`config.mk`:
```
export PLATFORM = sky130hd
export DESIGN_NAME = pdwt_fifo
export DESIGN_NICKNAME = d
export VERILOG_FILES = /design/src/rtl/pdwt_fifo.sv
export SDC_FILE = /design/constraint.sdc
export NUM_CORES = 1
export LEC_CHECK = 0
export BUFFER_PORTS_ARGS = -buffer_cell sky130_fd_sc_hd__buf_4
export CORE_MARGIN = 4
export CORE_UTILIZATION = 45
export CTS_BUF_LIST = sky130_fd_sc_hd__clkbuf_8
export CTS_CLUSTER_SIZE = 20
export DETAILED_ROUTE_END_ITERATION = 10
export SYNTH_ARGS = -nofsm -noshare
export SYNTH_HDL_FRONTEND = slang
export SYNTH_SLANG_ARGS = --single-unit
```
`constraint.sdc`:
```
create_clock -name clk -period 2.3 [get_ports clk]
set_input_delay 0.23 -clock clk [delete_from_list [all_inputs] [get_ports clk]]
set_output_delay 0.23 -clock clk [all_outputs]
set_load 0.02 [all_outputs]
```
`src/rtl/pdwt_fifo.sv`:
```
// Small register-based queue with push/full and pop/empty handshakes.
`default_nettype none

module pdwt_fifo #(
	parameter int WIDTH = 8,
	parameter int DEPTH = 4
) (
	input  wire logic             clk,
	input  wire logic             arst_n,
	input  wire logic             push,
	input  wire logic [WIDTH-1:0] wdata,
	output logic                  full,
	input  wire logic             pop,
	output logic      [WIDTH-1:0] rdata,
	output logic                  empty
);

	localparam int PW = (DEPTH > 1) ? $clog2(DEPTH) : 1;
	localparam int CW = $clog2(DEPTH + 1);

	logic [WIDTH-1:0] mem_q [DEPTH];
	logic [PW-1:0]    wr_ptr_q;
	logic [PW-1:0]    rd_ptr_q;
	logic [CW-1:0]    count_q;
	logic             do_push;
	logic             do_pop;

	assign full = (count_q == CW'(DEPTH));
	assign empty = (count_q == '0);
	assign do_push = push && !full;
	assign do_pop = pop && !empty;
	assign rdata = mem_q[rd_ptr_q];

	always_ff @(posedge clk) begin
		if (do_push) begin
			mem_q[wr_ptr_q] <= wdata;
		end
	end

	always_ff @(posedge clk or negedge arst_n) begin
		if (!arst_n) begin
			wr_ptr_q <= '0;
			rd_ptr_q <= '0;
			count_q <= '0;
		end else begin
			if (do_push) begin
				wr_ptr_q <= (wr_ptr_q == PW'(DEPTH - 1)) ? '0 : wr_ptr_q + 1'b1;
			end
			if (do_pop) begin
				rd_ptr_q <= (rd_ptr_q == PW'(DEPTH - 1)) ? '0 : rd_ptr_q + 1'b1;
			end
			case ({do_push, do_pop})
				2'b10: count_q <= count_q + 1'b1;
				2'b01: count_q <= count_q - 1'b1;
				default: count_q <= count_q;
			endcase
		end
	end

endmodule

`default_nettype wire

```
==> metrics.md <==
| Metric | Value |
|---|---|
| Leak | `0.7719 nW` |
| Count of routing violations after the opening detailed-route iteration | `38` |
| Vias in the first global route | `826` |
| Synth cell types | `19` |
| Startpoint of the lowest-slack register-to-register path | `count_q[0]$_DFFE_PN0P_` |
| Worst setup path start | `count_q[0]$_DFFE_PN0P_` |
| Worst ir drop on vdd | `586.7 uV` |
| Normalized max-slew margin | `0.6035` |
| HPWL after detailed placement | `1.744 mm` |
| Leading cell types in the layout, fill and taps excluded | `edfxtp_1 (32), buf_4 (22), inv_1 (8), mux4_2 (8), dfrtp_1 (7)` |
| Number of CTS-inserted buffers | `5` |
| Core utilization of the finished layout | `0.5755` |
| Number of remaining DRC errors | `0` |
| Number of standard-cell rows in the floorplan | `21` |
| Synthesized area divided by synthesized cell count | `19.42 um2` |
| Result of the run | `completed` |
| Overall global routing resource usage | `0.1326` |
| Number of antenna violations at the first check in global routing | `0` |
| Met2 wire len | `1.299 mm` |
| Nature of the critical path endpoint | `flop` |
| Full die area | `4603 um2` |
| Total gr overflow | `0` |
| CP max FO | `6` |
| Type of the worst setup path | `flop to flop` |
| Die Span X | `67.85 um` |
| Clock latency reported for the late side of the worst-skew pair | `0.28 ns` |
| Worst Path Required | `2.51 ns` |
| H-tree Lvls | `2` |
| Total wire length | `2.596 mm` |
| Number of antenna diodes | `0` |
| Ordered cell list for the critical path | `or3b_4, and2_4, inv_1, ha_1, inv_1, fa_2, xor2_1, nor2_1, xor2_1` |
| Max Buffers Root-to-Sink | `2` |
| Final antenna-violating net count | `0` |
| Final hold viol count | `0` |
| Met1 layer wirelength in the final routing | `1.102 mm` |
| Reg-to-reg slack, setup | `0.14 ns` |
| Sequential element share of the synthesized area | `0.7050` |
| Cell type contributing the most total cell area after synthesis | `edfxtp_1` |
| Maximum frequency from static timing analysis | `0.4633 GHz` |
| Count of buffer and inverter cells on the critical path | `2` |
| Biggest area contributors in the synthesized netlist | `edfxtp_1 (60%), mux4_2 (11%), dfrtp_1 (11%), ha_1 (4.7%), and3_2 (1.9%)` |
| Total I/O pin count | `22` |
| Vert. Die Dim | `67.85 um` |
| Arrival time at the worst endpoint | `2.37 ns` |
| Final worst-path cycle share | `0.9384` |
| Detailed-router iteration count before antenna repair | `4` |
| Floorplan Core Area | `3390 um2` |
| Final worst setup slack | `0.1416 ns` |
| Design Power | `2.586 mW` |
| Filler cells | `267` |
| Minimum setup slack after placement | `0.1208 ns` |
| First-pass GRT wire length | `4.146 mm` |
| Transition time at the pin with the least slew margin | `0.5947 ns` |
| Most common library cell in the layout ignoring fill and taps | `edfxtp_1` |
| Class of the worst hold path | `input pin to flop` |
| Top Family by Delay on Critical Path | `simple AND/OR/NAND/NOR gates` |
| Setup violators final | `0` |
| Final Net Count | `130` |
| Count of port buffers added during placement | `21` |
| # clock sinks | `39` |
| Worst stage delay on the critical path | `0.43 ns` |
| Clock skew | `0.003606 ns` |
| Synth warn | `0` |
| Count of mapped cells out of synthesis | `83` |
| RSZ-0062 raised after global routing | `false` |
| Clock-pin slew on the worst setup and hold paths | `0.08 ns` |
| Max stage delay cell, worst path | `or3b_4` |
| Highest routing layer actually used | `met4` |
| Avg Vias per Cell | `5.006` |
| Net count of the mapped netlist | `102` |
| Initial cell density of the core | `0.4755` |
| Max-cap viol count | `0` |
| Critical Path Source Type | `flop` |
| Wire length on met3 | `182 um` |
| Largest net degree at the start of global routing | `14` |
| Total number of vias | `791` |
| Number of synthesized register bits | `39` |
| Clock tree root buffer cell | `clkbuf_8` |
| Mapped cell area | `1612 um2` |
| Area growth from synthesis to final layout | `21.04%` |
| Final-layout setup total negative slack | `0 ns` |
| Clock tree from TritonCTS | `done` |
| Final Max Slew Viols | `0` |
| Fraction of layout instances using a drive strength above 1 | `0.4375` |
| Period minus WS final | `2.158 ns` |
| Routed wire length per instance | `16.43 um` |
| Routability-driven placement congestion ratio | `0.8031` |
| Yosys top cell area share | `0.5963` |
| Power density over the cells | `1326 nW/um2` |
| Hold path startpoint | `wdata[2]` |
[routing by layer]
metal | global-route usage | vias to the layer above
met5 | 0 | -
met4 | 0.05211 | 0
met2 | 0.1944 | 25
li1 | - | 367
met3 | 0.04762 | 2
met1 | 0.1810 | 397
[worst reg2reg max path, delay by kind of cell, from the launching register on]
kind	cells	cell delay (ns)
buffers and inverters	2	0.12
flip-flops	1	0.41
XOR/XNOR	2	0.31
AND/OR/NAND/NOR	3	0.74
adder cells (fa/ha/maj)	2	0.52
[power breakdown]
group | internal (mW) | total (mW) | switching (mW)
registers | 0.956 | 1.11 | 0.153
logic | 0.487 | 0.919 | 0.431
clock network | 0.323 | 0.559 | 0.236
[path summary, 6_finish.rpt]
| check | endpoint | depth (start not counted) |
|---|---|---|
| max in group asynchronous | count_q[0]$_DFFE_PN0P_ | 2 |
| hold reg to reg | count_q[0]$_DFFE_PN0P_ | 1 |
| hold / removal | mem_q[1][2]$_DFFE_PP_ | 1 |
| min in group asynchronous | wr_ptr_q[1]$_DFFE_PN0P_ | 2 |
| setup reg to reg | count_q[2]$_DFFE_PN0P_ | 9 |
| setup / recovery | count_q[2]$_DFFE_PN0P_ | 9 |
[final cells by class]
type                    count  area, um2  share of cell area
clock inverters             3      43.79             0.02245
well taps                  46      57.56             0.02951
flip-flops and latches     39       1136              0.5824
clock buffers               5      68.82             0.03528
inverters                   8      30.03             0.01539
repair buffers             23      175.2             0.08980
multi-input cells          34      439.2              0.2251
[cells in the mapped netlist]
master and instances:
and2_4 1, and3_2 4, buf_1 1, buf_2 1, dfrtp_1 7, edfxtp_1 32
fa_1 1, ha_1 6, inv_1 8, mux2_2 2, mux2_4 2, mux2i_1 1
mux4_2 8, nand2b_1 1, nor2_1 3, nor3_1 1, or3b_4 1, xnor2_1 1
xor2_1 2
[metrics by stage]
stage | instance area, um2 | hold WS, ns | std cells
2_1_floorplan | 1612 | -0.06559 | 83
5_1_grt | 1951 | 0.1218 | 158
3_3_place_gp | 1818 | 0.04951 | 148
4_1_cts | 1941 | 0.1323 | 157
6_report | 1951 | 0.1415 | 158
3_5_place_dp | 1818 | 0.05113 | 148
[registers in the layout (all words and copies together), names as in the netlist]
name,cells
mem_q,32
wr_ptr_q,2
count_q,3
rd_ptr_q,2
[cells by family (layout without fill, tap and decap cells)]
logic type,after synthesis,count (layout),synth area share
adder cells (fa/ha/maj),7,7,0.05901
multiplexers,13,13,0.1506
flip-flops,39,39,0.7050
XOR/XNOR,3,3,0.01631
buffers and inverters,10,39,0.02406
AND/OR/NAND/NOR,11,11,0.04503
[repair_timing]
action	in CTS	in global routing
hold buffers	1	0
buffers inserted	0	1
gates resized for setup	0	1
endpoints found under the setup margin	0	1
hold endpoints to repair	7	0
Power figures use the tool's default switching activity.
