===== config.mk =====
export PLATFORM = sky130hd
export DESIGN_NAME = pdwt_front
export DESIGN_NICKNAME = d
export VERILOG_FILES = /design/src/rtl/pdwt_pkg.sv /design/src/rtl/pdwt_front.sv
export SDC_FILE = /design/constraint.sdc
export NUM_CORES = 2
export LEC_CHECK = 0
export BUFFER_PORTS_ARGS = -buffer_cell sky130_fd_sc_hd__buf_2
export CAP_MARGIN = 25
export CORE_MARGIN = 3
export CORE_UTILIZATION = 27
export CTS_CLUSTER_SIZE = 8
export DETAILED_ROUTE_END_ITERATION = 8
export HOLD_SLACK_MARGIN = 0.02
export PLACE_DENSITY = 0.45
export SLEW_MARGIN = 20
export SYNTH_ARGS = -nofsm -noshare
export SYNTH_HDL_FRONTEND = slang
export SYNTH_SLANG_ARGS = --single-unit

===== constraint.sdc =====
create_clock -name clk -period 26.3 [get_ports clk]
set_input_delay 5.26 -clock clk [delete_from_list [all_inputs] [get_ports clk]]
set_output_delay 5.26 -clock clk [all_outputs]
set_load 0.005 [all_outputs]

===== src/rtl/pdwt_pkg.sv =====
// Shared constants and types for the percentile difference weighted tally unit.
`default_nettype none

package pdwt_pkg;

	localparam int GENE_W = 10;
	localparam int VAL_W = 32;
	localparam int FRAC_W = 16;
	localparam int MODE_W = 2;
	localparam int TALLY_W = 40;
	localparam int CFG_IDX_W = 2;
	localparam int CFG_DATA_W = 16;
	localparam int PROD_W = FRAC_W + 1 + VAL_W + 1;

	localparam int GENES_DEFAULT = 1024;
	localparam int MID_DEPTH = 4;
	localparam int OUT_DEPTH = 2;
	localparam int INFLIGHT_MAX = 3 + MID_DEPTH + OUT_DEPTH;

	localparam logic [CFG_IDX_W-1:0] REG_RANK_MODE = 2'd0;
	localparam logic [CFG_IDX_W-1:0] REG_X_FRACTION = 2'd1;
	localparam logic [CFG_IDX_W-1:0] REG_Y_FRACTION = 2'd2;

	localparam logic OP_LOAD = 1'b0;
	localparam logic OP_ACCUM = 1'b1;

	localparam logic [TALLY_W-1:0] TALLY_MAX = '1;

	typedef struct packed {
		logic [MODE_W-1:0] rank_mode;
		logic [FRAC_W-1:0] x_fraction;
		logic [FRAC_W-1:0] y_fraction;
	} pdwt_cfg_t;

	typedef struct packed {
		logic              op;
		logic [GENE_W-1:0] gene;
		logic [VAL_W-1:0]  abs_diff;
		logic [VAL_W-1:0]  weight;
		logic [VAL_W-1:0]  threshold;
	} pdwt_work_t;

	typedef struct packed {
		logic [GENE_W-1:0]  gene;
		logic               exceeded;
		logic [TALLY_W-1:0] tally;
	} pdwt_result_t;

endpackage

`default_nettype wire


===== src/rtl/pdwt_front.sv =====
// Front end: accepts requests and forms the absolute percentile difference.
`default_nettype none

module pdwt_front import pdwt_pkg::*; (
	input  wire logic              clk,
	input  wire logic              arst_n,
	input  wire pdwt_cfg_t         cfg,
	input  wire logic              push,
	output logic                   full,
	input  wire logic              operation,
	input  wire logic [GENE_W-1:0] gene_index,
	input  wire logic [VAL_W-1:0]  x_value,
	input  wire logic [VAL_W-1:0]  x_next,
	input  wire logic [VAL_W-1:0]  y_value,
	input  wire logic [VAL_W-1:0]  y_next,
	input  wire logic [VAL_W-1:0]  weight,
	input  wire logic [VAL_W-1:0]  threshold,
	output logic                   q_push,
	output pdwt_work_t             q_data,
	input  wire logic              q_full
);

	logic              valid_s1;
	logic              op_s1;
	logic [GENE_W-1:0] gene_s1;
	logic [VAL_W-1:0]  xv_s1;
	logic [VAL_W-1:0]  xn_s1;
	logic [VAL_W-1:0]  yv_s1;
	logic [VAL_W-1:0]  yn_s1;
	logic [VAL_W-1:0]  weight_s1;
	logic [VAL_W-1:0]  thr_s1;

	logic              valid_s2;
	logic              op_s2;
	logic [GENE_W-1:0] gene_s2;
	logic [VAL_W-1:0]  xv_s2;
	logic [VAL_W-1:0]  yv_s2;
	logic [PROD_W-1:0] xprod_s2;
	logic [PROD_W-1:0] yprod_s2;
	logic [VAL_W-1:0]  weight_s2;
	logic [VAL_W-1:0]  thr_s2;

	logic              s1_load;
	logic              s1_go;
	logic              s2_load;
	logic              s2_go;
	logic              interp_x;
	logic              interp_y;
	logic signed [VAL_W:0]    xdiff;
	logic signed [VAL_W:0]    ydiff;
	logic signed [PROD_W-1:0] xprod;
	logic signed [PROD_W-1:0] yprod;
	logic [VAL_W-1:0]  px;
	logic [VAL_W-1:0]  py;
	logic [VAL_W:0]    diff;
	logic [VAL_W:0]    neg_diff;

	assign s2_go = valid_s2 && !q_full;
	assign s2_load = !valid_s2 || s2_go;
	assign s1_go = valid_s1 && s2_load;
	assign s1_load = !valid_s1 || s1_go;
	assign full = !s1_load;

	// Mode three interpolates both groups, like mode two.
	assign interp_x = (cfg.rank_mode != '0);
	assign interp_y = cfg.rank_mode[1];

	assign xdiff = $signed({xn_s1[VAL_W-1], xn_s1}) - $signed({xv_s1[VAL_W-1], xv_s1});
	assign ydiff = $signed({yn_s1[VAL_W-1], yn_s1}) - $signed({yv_s1[VAL_W-1], yv_s1});
	assign xprod = PROD_W'($signed({1'b0, cfg.x_fraction})) * PROD_W'(xdiff);
	assign yprod = PROD_W'($signed({1'b0, cfg.y_fraction})) * PROD_W'(ydiff);

	always_ff @(posedge clk or negedge arst_n) begin
		if (!arst_n) begin
			valid_s1 <= 1'b0;
			valid_s2 <= 1'b0;
		end else begin
			if (s1_load) begin
				valid_s1 <= push;
			end
			if (s2_load) begin
				valid_s2 <= valid_s1;
			end
		end
	end

	always_ff @(posedge clk) begin
		if (s1_load && push) begin
			op_s1 <= operation;
			gene_s1 <= gene_index;
			xv_s1 <= x_value;
			xn_s1 <= x_next;
			yv_s1 <= y_value;
			yn_s1 <= y_next;
			weight_s1 <= weight;
			thr_s1 <= threshold;
		end
		if (s1_go) begin
			op_s2 <= op_s1;
			gene_s2 <= gene_s1;
			xv_s2 <= xv_s1;
			yv_s2 <= yv_s1;
			xprod_s2 <= interp_x ? xprod : '0;
			yprod_s2 <= interp_y ? yprod : '0;
			weight_s2 <= weight_s1;
			thr_s2 <= thr_s1;
		end
	end

	// The interpolated value lies between its two ranks, so 32 bits are enough.
	assign px = xv_s2 + xprod_s2[FRAC_W +: VAL_W];
	assign py = yv_s2 + yprod_s2[FRAC_W +: VAL_W];
	assign diff = {px[VAL_W-1], px} - {py[VAL_W-1], py};
	assign neg_diff = '0 - diff;

	always_comb begin
		q_data.op = op_s2;
		q_data.gene = gene_s2;
		q_data.abs_diff = diff[VAL_W] ? neg_diff[VAL_W-1:0] : diff[VAL_W-1:0];
		q_data.weight = weight_s2;
		q_data.threshold = thr_s2;
	end

	assign q_push = s2_go;

endmodule

`default_nettype wire


==> impl_metrics.xml <==
<?xml version="1.0" encoding="UTF-8"?>
<metrics>
  <group name="critical_path">
    <metric name="setup.worst_path.end_class" unit="">output pin</metric>
    <metric name="cp.arrival" unit="ps">8250</metric>
    <metric name="worstPathRequired" unit="ps">21040</metric>
    <metric name="critical_path_peak_fanout" unit="">19</metric>
    <metric name="critPathLaunchType" unit="">flop</metric>
    <metric name="worstSetupPathType" unit="">reg2out</metric>
  </group>
  <group name="route">
    <metric name="wl_per_cell" unit="um">18.94</metric>
    <metric name="via_count" unit="">39000</metric>
    <metric name="detail_route.drc_violations" unit="">0</metric>
    <metric name="drt_first_iter_violations" unit="">1909</metric>
    <metric name="route.final.wire_length" unit="um">166900</metric>
    <metric name="postRouteAntennaNets" unit="">0</metric>
    <metric name="post_drt_via_cell_ratio" unit="">4.424</metric>
    <metric name="detailedRoute.firstPassIterationCount" unit="">5</metric>
  </group>
  <group name="layout">
    <metric name="synthToLayoutAreaGrowth" unit="%">13.17</metric>
    <metric name="mostFrequentLayoutCell" unit="">inv_1</metric>
    <metric name="num-nets-final" unit="">7575</metric>
    <metric name="layout_common_cells" unit="">inv_1 (1274), fa_1 (977), nand2_1 (624)</metric>
    <metric name="layout-drive-gt1-share" unit="">0.09923</metric>
    <metric name="finalCoreUtilization" unit="">0.3077</metric>
    <metric name="number_of_inserted_filler_cells_in_the_final_layout" unit="">21690</metric>
    <metric name="stdcell_area" unit="um2">63840</metric>
  </group>
  <group name="cts">
    <metric name="clockRootBuffer" unit="">clkbuf_16</metric>
    <metric name="clock_tree_from_tritoncts" unit="">done</metric>
    <metric name="post_cts_resize_count" unit="">0</metric>
    <metric name="cts_made_buffers" unit="">67</metric>
    <metric name="ctsHtreeMaxLevel" unit="">3</metric>
    <metric name="clock_latency" unit="ps">660</metric>
    <metric name="cts.reportedPaths.clkPinSlew" unit="ps">50</metric>
    <metric name="total_clock_sinks" unit="">408</metric>
    <metric name="number_of_buffers_added_to_fix_hold_violations_after_cts" unit="">0</metric>
    <metric name="post-cts-setup-buffer-count" unit="">0</metric>
    <metric name="cts-root-to-sink-buffers" unit="">3</metric>
  </group>
  <group name="timing">
    <metric name="post-route-min-period" unit="ps">13510</metric>
    <metric name="timing.setup.tns" unit="ps">0</metric>
    <metric name="maxClockFrequency" unit="MHz">74.05</metric>
    <metric name="setup_repair_after_global_routing_missed_its_margin" unit="">false</metric>
    <metric name="worstMarginPinSlew" unit="ps">1011</metric>
    <metric name="slew-limit-headroom" unit="">0.3252</metric>
    <metric name="setup_viol" unit="">0</metric>
    <metric name="final_hold_violation_count" unit="">0</metric>
    <metric name="clock-skew-final" unit="ps">32.37</metric>
    <metric name="min_period_over_period" unit="">0.5135</metric>
    <metric name="finalMaxSlewViolations" unit="">0</metric>
  </group>
  <group name="die">
    <metric name="core_area" unit="um2">207500</metric>
    <metric name="die_x" unit="um">463.1</metric>
    <metric name="initial_util" unit="">0.2718</metric>
    <metric name="die-area" unit="um2">214400</metric>
    <metric name="std_cell_rows" unit="">167</metric>
    <metric name="num_io_pins" unit="">350</metric>
    <metric name="floorplan.die.height" unit="um">463.1</metric>
  </group>
  <group name="run">
    <metric name="drv_cap" unit="">0</metric>
  </group>
  <group name="synthesis">
    <metric name="yosys.cell_types.count" unit="">92</metric>
    <metric name="postSynth.topFlopCell" unit="">edfxtp_1</metric>
    <metric name="post_synth_instance_area" unit="um2">56410</metric>
    <metric name="synth-warning-count" unit="">0</metric>
    <metric name="avgSynthCellArea" unit="um2">9.943</metric>
    <metric name="yosys_register_bits" unit="">408</metric>
    <metric name="async_reset_ff_frac" unit="">0.004902</metric>
    <metric name="postSynthCellCount" unit="">5673</metric>
    <metric name="synth_nets" unit="">7275</metric>
    <metric name="synth.yosys.seq_area_share" unit="">0.2170</metric>
    <metric name="synth-edff-count" unit="">406</metric>
  </group>
  <group name="outcome">
    <metric name="status" unit="">complete, no violations</metric>
  </group>
  <group name="placement">
    <metric name="gp_congestion" unit="">0.8172</metric>
    <metric name="placement.cell_area" unit="um2">61800</metric>
    <metric name="portBuffers" unit="">349</metric>
    <metric name="half_perimeter_wire_length_after_placement" unit="um">132000</metric>
  </group>
  <group name="global_route">
    <metric name="globalRouteOverflowTotal" unit="">0</metric>
    <metric name="grt_pass1_wl" unit="um">259200</metric>
    <metric name="via_count_of_the_first_global_routing_pass" unit="">42440</metric>
    <metric name="grt_start_max_net_pins" unit="">67</metric>
    <metric name="grt_use_total" unit="">0.1580</metric>
    <metric name="antenna_found_initial" unit="">32</metric>
  </group>
  <group name="worst_hold_path">
    <metric name="hold_path.class" unit="">reg2reg</metric>
  </group>
</metrics>
[synthesized netlist by cell type (9+ instances only)]
| cell type | instances | area, um2 |
|---|---|---|
| or3_1 | 13 | 81.33 |
| inv_1 | 1274 | 4782 |
| a21oi_1 | 162 | 810.8 |
| o31ai_1 | 9 | 67.56 |
| nand2b_1 | 59 | 369.1 |
| o21a_1 | 32 | 240.2 |
| o21bai_1 | 32 | 240.2 |
| xnor2_1 | 161 | 1410 |
| nand2_1 | 624 | 2342 |
| nand3b_1 | 21 | 157.7 |
| ha_1 | 384 | 4805 |
| and3b_1 | 22 | 192.7 |
| clkbuf_1 | 180 | 675.7 |
| o211ai_1 | 13 | 97.59 |
| a21o_1 | 89 | 668.1 |
| a31oi_1 | 18 | 112.6 |
| a211oi_1 | 14 | 105.1 |
| nor2_1 | 147 | 551.8 |
| nor2b_1 | 77 | 481.7 |
| nand3_1 | 51 | 255.2 |
| and3_1 | 21 | 131.4 |
| xor2_1 | 76 | 665.6 |
| fa_1 | 977 | 19560 |
| or2_2 | 10 | 62.56 |
| nor3b_1 | 11 | 82.58 |
| and2_1 | 476 | 2978 |
| edfxtp_1 | 406 | 12190 |
| o21ai_0 | 89 | 445.4 |
| nor3_1 | 44 | 220.2 |
| o21ai_1 | 11 | 55.05 |
[path summary, 6_finish.rpt]
path                                      from                    endpoint  slack (ps)  cells past startpoint
hold reg to reg            thr_s1[7]$_DFFE_PP_         thr_s2[7]$_DFFE_PP_         410                      0
min in group asynchronous               arst_n        valid_s2$_DFFE_PN0P_        4400                      1
setup / recovery            yv_s2[0]$_DFFE_PP_                  q_data[84]       12790                     25
max in group asynchronous               arst_n        valid_s1$_DFFE_PN0N_       21800                      1
hold / removal             thr_s1[7]$_DFFE_PP_         thr_s2[7]$_DFFE_PP_         410                      0
setup reg to reg            xv_s1[8]$_DFFE_PP_  xprod_s2[41]$_SDFFCE_PN0P_       15360                     35
[routing by layer]
layer,wire length (um),track usage,vias up
li1,-,-,18140
met1,72410,0.2034,19900
met2,80560,0.2680,747
met3,8204,0.02856,181
met4,5594,0.05027,26
met5,176,0,-
[critical path, stage by stage, from the launching register on]
cell and delay, ps:
edfxtp_1 360, ha_1 230, fa_1 410, a21o_1 200
a21oi_1 220, o21bai_1 90, a21oi_1 280, o21ba_2 240
o41ai_2 140, a2111oi_0 820, o31ai_1 240, a21oi_1 400
o21bai_1 120, xnor2_1 150, ha_1 410, a21o_1 200
a21o_1 210, nand2b_1 160, o311ai_1 340, a32oi_1 250
and2_1 280, o31ai_4 260, buf_4 370, o21ai_0 190
xnor2_1 780, buf_2 250
[kinds of logic after synthesis]
group,after synthesis,share of synthesized area
AND/OR/NAND/NOR,1617,0.1466
buffers and inverters,1465,0.09789
adder cells (fa/ha/maj),1365,0.4326
AO/OA/AOI/OAI,575,0.06786
flip-flops,408,0.2170
XOR/XNOR,238,0.03709
multiplexers,5,0.0008873
[per-stage QoR]
stage,hold WS [ps],cells,worst slack [ps]
floorplan,400.3,5673,5342
global placement,401.0,8686,12890
detailed placement,404.5,8689,12890
CTS,401.8,8791,12710
global route,409.3,8800,12300
finish,405.2,8814,12790
[final cells by class]
class / instances / area, um2 / area share
timing repair buffer: 422 / 2311 / 0.03620
inverter: 1274 / 4782 / 0.07491
clock buffer: 83 / 1758 / 0.02754
antenna: 20 / 50.05 / 0.0007840
multi-input combinational: 3800 / 39010 / 0.6112
tap: 2788 / 3488 / 0.05465
clock inverter: 19 / 188.9 / 0.002960
sequential: 408 / 12240 / 0.1918
Power is left out: the tool's default activity adds up to more than one toggle a clock period on the data nets, which glitch-free logic cannot reach.
